--- src/hdl/borb_pkg.sv ---
package borb_pkg;

  // event codes
  localparam logic [2:0] REQ_CLEAR     = 3'd0;
  localparam logic [2:0] REQ_BUS_OFF   = 3'd1;
  localparam logic [2:0] REQ_RECOVERED = 3'd2;
  localparam logic [2:0] REQ_POLL      = 3'd3;
  localparam logic [2:0] REQ_RETRY     = 3'd4;

  // configuration register indexes
  localparam logic [1:0] CFG_STABLE_WINDOW = 2'd0;
  localparam logic [1:0] CFG_FIRST_BACKOFF = 2'd1;
  localparam logic [1:0] CFG_MAX_BACKOFF   = 2'd2;

  localparam logic [30:0] STABLE_WINDOW_RST = 31'd1000;
  localparam logic [31:0] FIRST_BACKOFF_RST = 32'd100;
  localparam logic [31:0] MAX_BACKOFF_RST   = 32'd5000;

  typedef struct packed {
    logic [2:0]  req_type;
    logic [31:0] now_time;
    logic [31:0] retry_delay;
  } req_t;

  typedef struct packed {
    logic [30:0] stable_window_ms;
    logic [31:0] first_backoff_ms;
    logic [31:0] max_backoff_ms;
  } cfg_t;

  typedef struct packed {
    logic [31:0] backoff_now;
    logic        restart_now;
    logic        restart_armed;
  } res_t;

endpackage

--- src/hdl/bus_off_restart_backoff.sv ---
// Bus-off restart policy with exponential backoff.
// A request is registered in the input stage, then its result in the result register (out_tvalid high).
// Throughput: one request per cycle unless out_tready stalls; state is updated in the same cycle the result
// register loads, so back-to-back events see each other's effects.
// Reset (rst_n low, synchronous): all state cleared, config back to 1000/100/5000 ms.
module bus_off_restart_backoff
  import borb_pkg::*;
#(
  parameter int TIME_BITS = 32
) (
  input  logic        clk,
  input  logic        rst_n,
  input  logic        in_tvalid,
  output logic        in_tready,
  input  logic [63:0] in_tdata,   // [31:0] now_time, [63:32] retry_delay
  input  logic [2:0]  in_tuser,   // [2:0] req_type
  output logic        out_tvalid,
  input  logic        out_tready,
  output logic [39:0] out_tdata,  // [31:0] backoff_now, [32] restart_now,
                                  // [33] restart_armed, [39:34] zero
  input  logic        cfg_valid,
  output logic        cfg_ready,
  input  logic [1:0]  cfg_index,
  input  logic [31:0] cfg_data
);

  cfg_t cfg;
  req_t in_req;
  req_t s_req;
  logic s_valid;
  logic advance;
  res_t res;

  assign in_req.req_type    = in_tuser;
  assign in_req.now_time    = in_tdata[31:0];
  assign in_req.retry_delay = in_tdata[63:32];

  borb_cfg_regs u_cfg (
    .clk       (clk),
    .rst_n     (rst_n),
    .cfg_valid (cfg_valid),
    .cfg_ready (cfg_ready),
    .cfg_index (cfg_index),
    .cfg_data  (cfg_data),
    .cfg       (cfg)
  );

  borb_in_stage u_in (
    .clk      (clk),
    .rst_n    (rst_n),
    .in_valid (in_tvalid),
    .in_ready (in_tready),
    .in_req   (in_req),
    .advance  (advance),
    .s_valid  (s_valid),
    .s_req    (s_req)
  );

  borb_core #(
    .TIME_BITS (TIME_BITS)
  ) u_core (
    .clk       (clk),
    .rst_n     (rst_n),
    .cfg       (cfg),
    .s_valid   (s_valid),
    .s_req     (s_req),
    .advance   (advance),
    .out_valid (out_tvalid),
    .out_ready (out_tready),
    .out_res   (res)
  );

  assign out_tdata = {6'd0, res.restart_armed, res.restart_now, res.backoff_now};

endmodule

--- src/hdl/borb_cfg_regs.sv ---
module borb_cfg_regs
  import borb_pkg::*;
(
  input  logic        clk,
  input  logic        rst_n,
  input  logic        cfg_valid,
  output logic        cfg_ready,
  input  logic [1:0]  cfg_index,
  input  logic [31:0] cfg_data,
  output cfg_t        cfg
);

  cfg_t cfg_r;

  assign cfg_ready = 1'b1;
  assign cfg       = cfg_r;

  always_ff @(posedge clk) begin
    if (!rst_n) begin
      cfg_r.stable_window_ms <= STABLE_WINDOW_RST;
      cfg_r.first_backoff_ms <= FIRST_BACKOFF_RST;
      cfg_r.max_backoff_ms   <= MAX_BACKOFF_RST;
    end else if (cfg_valid) begin
      case (cfg_index)
        CFG_STABLE_WINDOW: cfg_r.stable_window_ms <= cfg_data[30:0];
        CFG_FIRST_BACKOFF: cfg_r.first_backoff_ms <= cfg_data;
        CFG_MAX_BACKOFF:   cfg_r.max_backoff_ms   <= cfg_data;
        default: ;
      endcase
    end
  end

endmodule

--- src/hdl/borb_in_stage.sv ---
module borb_in_stage
  import borb_pkg::*;
(
  input  logic clk,
  input  logic rst_n,
  input  logic in_valid,
  output logic in_ready,
  input  req_t in_req,
  input  logic advance,
  output logic s_valid,
  output req_t s_req
);

  logic s_valid_r;
  req_t s_req_r;

  assign in_ready = !s_valid_r || advance;
  assign s_valid  = s_valid_r;
  assign s_req    = s_req_r;

  always_ff @(posedge clk) begin
    if (!rst_n) begin
      s_valid_r <= 1'b0;
    end else if (in_ready) begin
      s_valid_r <= in_valid;
    end
  end

  always_ff @(posedge clk) begin
    if (in_ready && in_valid) begin
      s_req_r <= in_req;
    end
  end

endmodule

--- src/hdl/borb_core.sv ---
module borb_core
  import borb_pkg::*;
#(
  parameter int TIME_BITS = 32
) (
  input  logic clk,
  input  logic rst_n,
  input  cfg_t cfg,
  input  logic s_valid,
  input  req_t s_req,
  output logic advance,
  output logic out_valid,
  input  logic out_ready,
  output res_t out_res
);

  logic                 out_valid_r;
  res_t                 res_r;
  res_t                 res_nxt;
  logic [31:0]          cnt_r, cnt_nxt;
  logic [TIME_BITS-1:0] last_r, last_nxt;
  logic [31:0]          bo_r, bo_nxt;
  logic                 pend_r, pend_nxt;
  logic [TIME_BITS-1:0] dl_r, dl_nxt;

  logic                 upd;
  logic [63:0]          now_ext, win_ext, bo_ext, dly_ext;
  logic [TIME_BITS-1:0] now_t, win_t, bo_t, dly_t;
  logic [TIME_BITS-1:0] rapid_diff, poll_diff;
  logic                 rapid;
  logic                 due;
  logic [32:0]          dbl;
  logic                 fire;

  assign advance   = !out_valid_r || out_ready;
  assign upd       = s_valid && advance;
  assign out_valid = out_valid_r;
  assign out_res   = res_r;

  // time values live modulo 2^TIME_BITS
  assign now_ext = {32'd0, s_req.now_time};
  assign win_ext = {33'd0, cfg.stable_window_ms};
  assign bo_ext  = {32'd0, bo_r};
  assign dly_ext = {32'd0, s_req.retry_delay};
  assign now_t   = now_ext[TIME_BITS-1:0];
  assign win_t   = win_ext[TIME_BITS-1:0];
  assign bo_t    = bo_ext[TIME_BITS-1:0];
  assign dly_t   = dly_ext[TIME_BITS-1:0];

  // wrap-safe compare: not reached when the difference is negative
  assign rapid_diff = now_t - (last_r + win_t);
  assign rapid      = (cnt_r != 32'd0) && rapid_diff[TIME_BITS-1];
  assign poll_diff  = now_t - dl_r;
  assign due        = !poll_diff[TIME_BITS-1];
  assign dbl        = {bo_r, 1'b0};

  always_comb begin
    cnt_nxt  = cnt_r;
    last_nxt = last_r;
    bo_nxt   = bo_r;
    pend_nxt = pend_r;
    dl_nxt   = dl_r;
    fire     = 1'b0;
    case (s_req.req_type)
      REQ_CLEAR: begin
        cnt_nxt  = '0;
        last_nxt = '0;
        bo_nxt   = '0;
        pend_nxt = 1'b0;
        dl_nxt   = '0;
      end
      REQ_BUS_OFF: begin
        if (!rapid) begin
          bo_nxt = '0;
        end else if (bo_r == 32'd0) begin
          bo_nxt = cfg.first_backoff_ms;
        end else if (bo_r < cfg.max_backoff_ms) begin
          bo_nxt = (dbl < {1'b0, cfg.max_backoff_ms}) ? dbl[31:0] : cfg.max_backoff_ms;
        end
        if (cnt_r != 32'hFFFF_FFFF) begin
          cnt_nxt = cnt_r + 32'd1;
        end
        last_nxt = now_t;
        pend_nxt = 1'b0;
      end
      REQ_RECOVERED: begin
        if (cnt_r != 32'd0) begin
          pend_nxt = 1'b1;
          dl_nxt   = now_t + bo_t;
        end
      end
      REQ_POLL: begin
        if (pend_r && due) begin
          pend_nxt = 1'b0;
          fire     = 1'b1;
        end
      end
      REQ_RETRY: begin
        pend_nxt = 1'b1;
        dl_nxt   = now_t + dly_t;
      end
      default: ;
    endcase
    res_nxt.backoff_now   = bo_nxt;
    res_nxt.restart_now   = fire;
    res_nxt.restart_armed = pend_nxt;
  end

  always_ff @(posedge clk) begin
    if (!rst_n) begin
      out_valid_r <= 1'b0;
      cnt_r       <= '0;
      last_r      <= '0;
      bo_r        <= '0;
      pend_r      <= 1'b0;
      dl_r        <= '0;
    end else begin
      if (advance) begin
        out_valid_r <= s_valid;
      end
      if (upd) begin
        cnt_r  <= cnt_nxt;
        last_r <= last_nxt;
        bo_r   <= bo_nxt;
        pend_r <= pend_nxt;
        dl_r   <= dl_nxt;
      end
    end
  end

  always_ff @(posedge clk) begin
    if (upd) begin
      res_r <= res_nxt;
    end
  end

`ifndef SYNTHESIS
  a_fire_only_on_armed_poll: assert property (@(posedge clk) disable iff (!rst_n)
    (upd && fire) |-> (s_req.req_type == REQ_POLL && pend_r))
    else $error("restart fired without an armed poll");

  a_bus_off_disarms: assert property (@(posedge clk) disable iff (!rst_n)
    (upd && s_req.req_type == REQ_BUS_OFF) |=> (!pend_r && cnt_r != 32'd0))
    else $error("bus-off left a restart armed or count zero");

  a_clear_empties: assert property (@(posedge clk) disable iff (!rst_n)
    (upd && s_req.req_type == REQ_CLEAR) |=> (cnt_r == 32'd0 && !pend_r && bo_r == 32'd0))
    else $error("clear did not empty the state");

  a_fire_disarms: assert property (@(posedge clk) disable iff (!rst_n)
    out_valid_r |-> !(res_r.restart_now && res_r.restart_armed))
    else $error("result both fired and still armed");

  a_state_holds_on_stall: assert property (@(posedge clk) disable iff (!rst_n)
    !upd |=> ($stable(cnt_r) && $stable(bo_r) && $stable(pend_r)))
    else $error("state changed without a request");
`endif

endmodule
--- config.mk ---
export PLATFORM = sky130hd
export DESIGN_NAME = bus_off_restart_backoff
export DESIGN_NICKNAME = d
export VERILOG_FILES = /design/src/hdl/borb_pkg.sv /design/src/hdl/bus_off_restart_backoff.sv /design/src/hdl/borb_cfg_regs.sv /design/src/hdl/borb_in_stage.sv /design/src/hdl/borb_core.sv
export SDC_FILE = /design/constraint.sdc
export NUM_CORES = 1
export LEC_CHECK = 0
export BUFFER_PORTS_ARGS = -buffer_cell sky130_fd_sc_hd__buf_2
export CAP_MARGIN = 0
export CELL_PAD_IN_SITES_DETAIL_PLACEMENT = 0
export CELL_PAD_IN_SITES_GLOBAL_PLACEMENT = 1
export CORE_UTILIZATION = 51
export DETAILED_ROUTE_END_ITERATION = 16
export PLACE_DENSITY_LB_ADDON = 0.1
export SYNTH_ARGS = -nofsm -noshare
export SYNTH_HDL_FRONTEND = slang
export SYNTH_HIERARCHICAL = 1
export SYNTH_SLANG_ARGS = --single-unit
--- constraint.sdc ---
create_clock -name clk -period 7.6 [get_ports clk]
set_input_delay 1.14 -clock clk [delete_from_list [all_inputs] [get_ports clk]]
set_output_delay 1.14 -clock clk [all_outputs]
set_load 0.03 [all_outputs]
# Word-level counts from Yosys, hierarchy flattened
# Cells that the tools add are included.
# totals
mem_bits_ro	0
elab_cells	69
output_inout_bits	43
mem_bits_rw	0
memories	0
latch_bits	0
in_bits	106
reg_bits	327
# op_classes
shift	0
div_mod_pow	0
n_mul	0
n_eq_ne	9
reduce_logical	22
n_lt_le_gt_ge	2
bitwise	0
muxes	14
addsub	6
# ops
operator	n
$mux 32	6
$pmux 32 s2	3
$pmux 32 s3	1
$add 32x32->32	2
$sub 32x32->32	2
$lt 33x32->1	1
$add 32x1->32 const B	1
$add 32x31->32	1
$logic_not 32->1	1
$lt 32x32->1	1
$ne 32x32->1 const B	1
$reduce_bool 32->1	1
$reduce_and 2->1	4
$eq 3x2->1 const B	2
$reduce_and 3->1	2
$logic_and 1x1->1	4
$ne 2x1->1 const B	2
$pmux 1 s4	1
$eq 3x1->1 const B	1
$eq 3x3->1 const B	1
$logic_not 1->1	3
$logic_not 3->1	1
$mux 1	3
$reduce_bool 3->1	1
other kinds (6)	7

# Logic depth before layout (Yosys ltp)
# depth
depth_word	6
ltp_mapped	17
depth_no_buf	15

# Cells and area by module
# Netlist, hierarchy kept.
# modules_own_cells
mod	area_each_um2	cells_per_inst	instances	seq_area_each_um2
borb_core	12866.1	1598	1	3623.5
borb_cfg_regs	3648.5	357	1	1901.8
borb_in_stage	2069.5	72	1	2031.9
bus_off_restart_backoff	48.8	7	1	0.0

# Least setup slack after synthesis
# Ideal clock, no wire load.
# synth_path
path_kind	reg2reg
start	register u_in.s_req_r (netlist bit u_in/s_req[65])
end	register u_core.dl_r[21]
period_less_slack_ps	3622
setup_time_ps	120
n_path_buf	2
path_stages_with_launch	17
setup_slack_ps	3978
arrival_ps	3502
required_time_ps	7480
cell_sequence	edfxtp_1 > clkbuf_1 > nand2b_1 > nor2_1 > clkbuf_1 > nand2_1 > o21ai_0 > ha_1 > a21o_1 > a31o_1 > a221o_1 > or2_4 > a21o_1 > a21o_1 > a211oi_2 > xor2_1 > o21ai_1
# synth_between
elab_chain_cells	3
word_cells_on_any_way	7
classes_between	eq/ne (3); mux (1); reduce/logical (3)
# synth_lines
item	line	source
start, declared	borb_in_stage.sv:15	req_t s_req_r;
start signal, assigned	borb_in_stage.sv:31	s_req_r <= in_req;
$eq 3x2->1 (tied with other cells)	borb_core.sv:64	case (s_req.req_type)
$ne 2x1->1 (no line) or $reduce_bool 3->1 (tied branches)	-	
$reduce_and 3->1 (no line)	-	
end signal, assigned	borb_core.sv:126	dl_r <= dl_nxt;
end, declared	borb_core.sv:24	logic [TIME_BITS-1:0] dl_r, dl_nxt;
# Parallel ways exist; a longest one is shown, timed or not.
# A chain may end at the register's enable or synchronous reset.

# Worst setup path after layout
# layout_path
start	register u_in.s_req_r (netlist bit u_in/s_req[65])
end	register u_core.dl_r[28]
# The elaborated chain is that of the path after synthesis.

==> flow_summary.yaml <==
global_routing:
  use_met1: 0.387
  grt.busiest_layer: "met2"
  grt_use_met2: 0.471
  use_met3: 0.0425
  track_usage: 0.291
  grt_start_max_net_pins: 81
  antenna_found_initial: 0
  grt_overflow_total: 0
  grt_pass1_wl_mm: 82.1
  grt_pass1_vias: 14566
synth:
  synth.top_cell.area_share: 0.243
  syn_area_um2: 18600
  ys_seq_area_frac: 0.406
  synth_enable_flop_cells: 101
  synth_ff_type: "dfxtp_1"
  async_reset_ff_frac: 0
  ys_top_cells_by_area: "dfxtp_1 (24%), edfxtp_1 (16%), ha_1 (11%)"
  synth.avg_cell_area_um2: 9.16
  ys_seq_elements: 327
  synth_cells: 2034
  ys_warn_count: 6
  ys_types: 84
  synth_top_area_cell: "dfxtp_1"
cells_and_area:
  area_delta_synth_final_pct: 11.8
  multi_input_area_um2: 9880
  finalNetCount: 2431
  insertedDiodeCount: 0
  utilization: 0.583
  drive_gt1_frac: 0.116
  regArea_um2: 7560
  fin_area_um2: 20800
  nFillCells: 3246
hold_path:
  holdCritPathClass: "reg -> reg"
sta:
  fmax_mhz: 241
  fin_worst_skew_ns: 0.0354
  holdWs_ns: 0.451
  slew_violations: 0
  slew_headroom: 0.165
  rsz0062_at_grt: "no"
  setup_viol: 0
  period_needed_ns: 4.15
  hold_viol: 0
  worst_slew_pin_slew_ns: 1.25
  fin_setup_tns_ns: 0
  finalCritPeriodShare: 0.546
setup_path:
  cp.arrival_ns: 4.57
  crit_path_start_kind: "register"
  max_stage_delay_ns: 0.51
  cp_max_fo: 62
  crit_path_end_kind: "register"
  cp_cell_sequence: "nand2b_1, nor2_4, buf_4, mux2_2, ha_1, inv_1, fa_1, nor2b_1, o31a_1, o21ai_0, a21oi_1, a21oi_2, o31ai_1, o21ba_2, xnor2_1, o21ai_0"
  setup.worst_path.class: "reg -> reg"
  crit_top_cell: "o21ai_0"
  worst_ep_required_time_ns: 8.02
  cp_slowest_cell: "edfxtp_1"
power_and_ir_drop:
  p_int_mw: 3.09
  p_per_area_nw_per_um2: 200
  power.total_mw: 4.18
  vdd_drop_max_mv: 0.152
  p_leak_nw: 8.75
  seqPwrFrac: 0.455
  p_comb_frac: 0.100
  p_sw_mw: 1.09
  clock_power_share: 0.446
  switching_share: 0.260
outcome:
  status: "complete, no violations"
route:
  vias: 15133
  viasPerCell: 5.75
  drt_iter0_markers: 1069
  avgRoutedWirePerCell_um: 20.4
  dr.pass1.iters: 9
  drc: 0
  wl_mm: 53.7
  ant_nets: 0
floorplan:
  dieArea_um2: 37300
  die_x_um: 193
  ioPinCount: 149
  die_h_um: 193
  core_area_um2: 35700
  start_util: 0.521
  rows: 69
clock_network:
  insertion_delay_ns: 0.58
  cts_buffers: 39
  clk_path_buf_depth: 3
  ctsResizeCount: 0
  post_cts_buffers: 0
  htreeDepth: 2
  hold_buffers: 0
  cts_root_buf: "clkbuf_16"
  cts.sinks: 327
  clkTransAtPathRegs_ns: 0.06
  cts_tree: "built"
place:
  placed_area_um2: 19600
  gp_congestion: 0.898
  dpl.hpwl_mm: 38.5
  portBuffers: 141
run:
  maxCapViolCount: 0
==> sequential cells by signal (all words and copies together), names as in the netlist <==
name	flops
u_core/bo_r	32
u_core/out_res	34
u_core/cnt_r	32
u_core/out_valid	1
u_core/pend_r	1
u_core/dl_r	32
u_core/last_r	32
u_cfg/cfg	95
u_in/s_valid	1
u_in/s_req	67
==> power groups by stage <==
stage	clock [mW]	combinational (mW)	sequential (mW)
4_1_cts	1.90	0.415	1.90
5_1_grt	1.96	0.461	1.90
2_1_floorplan	0	0.275	1.93
6_report	1.86	0.416	1.90
3_3_place_gp	0	0.405	1.94
3_5_place_dp	0	0.412	1.94
==> layout make-up <==
cell class / count / share of cell area
multi-input combinational: 1421 / 0.474
inverter: 190 / 0.0342
clock buffer: 47 / 0.0498
sequential: 327 / 0.363
timing repair buffer: 159 / 0.0405
clock inverter: 25 / 0.0109
tap: 461 / 0.0277
==> layer usage <==
metal  vias up  routed length [um]
met5         -                   0
met3       108                2930
met4         0                2150
met1      7176               23900
met2       471               24700
li1       7378                   -
==> cells by family (layout without fill, tap and decap cells) <==
family                     after synthesis  in the layout  synth area share
xor gates and xnor gates                57             57            0.0268
and+or+nand+nor                        632            632             0.159
DFF                                    327            327             0.406
AOI/OAI and AO/OA                      442            442             0.151
buffers and inverters                  291            421            0.0676
muxes                                   96             96            0.0516
adders and majority gates              187            187             0.138
other                                    2              7          0.000403
==> critical path: cells and delay by family, from the launching register on <==
kind / cells / cell delay [ns]
and+or+nand+nor: 3 / 0.42
xor gates and xnor gates: 1 / 0.13
muxes: 1 / 0.40
DFF: 1 / 0.51
AOI/OAI and AO/OA: 7 / 1.57
adders and majority gates: 2 / 0.40
buffers and inverters: 2 / 0.54
==> cell usage after synthesis, drive strengths merged, types with 6 or more instances <==
library cell	count
fa	30
a21o	54
a22oi	14
edfxtp	101
and4	10
nand3	115
o22ai	32
clkbuf	63
o21ai	113
a21oi	127
nor2	86
mux2i	95
a32oi	31
nand2	279
dfxtp	226
a211oi	11
nor2b	29
nand4	32
o21a	9
buf	38
nor4	16
nor3	12
xor2	36
and3	12
xnor2	21
a31oi	8
inv	189
nand2b	10
ha	157
o211ai	6
or3	7
==> metrics by stage <==
| stage | std cells | setup WS [ns] |
|---|---|---|
| floorplan | 2039 | 3.98 |
| global placement | 2558 | 3.55 |
| detailed placement | 2558 | 3.54 |
| CTS | 2630 | 3.50 |
| global route | 2630 | 3.19 |
| finish | 2630 | 3.45 |
==> cells in the final DEF, fill, tap and decap left out, types with 36 or more instances in the layout <==
cell	count
nand2_1	278
dfxtp_1	226
inv_1	189
ha_1	157
buf_2	140
a21oi_1	126
nand3_1	115
edfxtp_1	101
mux2i_1	95
nor2_1	79
o21ai_0	70
a21o_1	54
o21ai_1	41
clkbuf_16	40
xor2_1	36
==> path summary, 6_finish.rpt <==
path                                        from                             end  slack [ns]  cells after the start
setup reg to reg        u_in/s_req[65]$_DFFE_PP_    u_core/dl_r[28]$_SDFFE_PN0P_        3.45                     16
setup / recovery        u_in/s_req[65]$_DFFE_PP_    u_core/dl_r[28]$_SDFFE_PN0P_        3.45                     16
hold reg to reg   u_core/last_r[20]$_SDFFE_PN0P_  u_core/last_r[20]$_SDFFE_PN0P_        0.45                      2
hold / removal    u_core/last_r[20]$_SDFFE_PN0P_  u_core/last_r[20]$_SDFFE_PN0P_        0.45                      2
(Power assumes the default switching activity.)
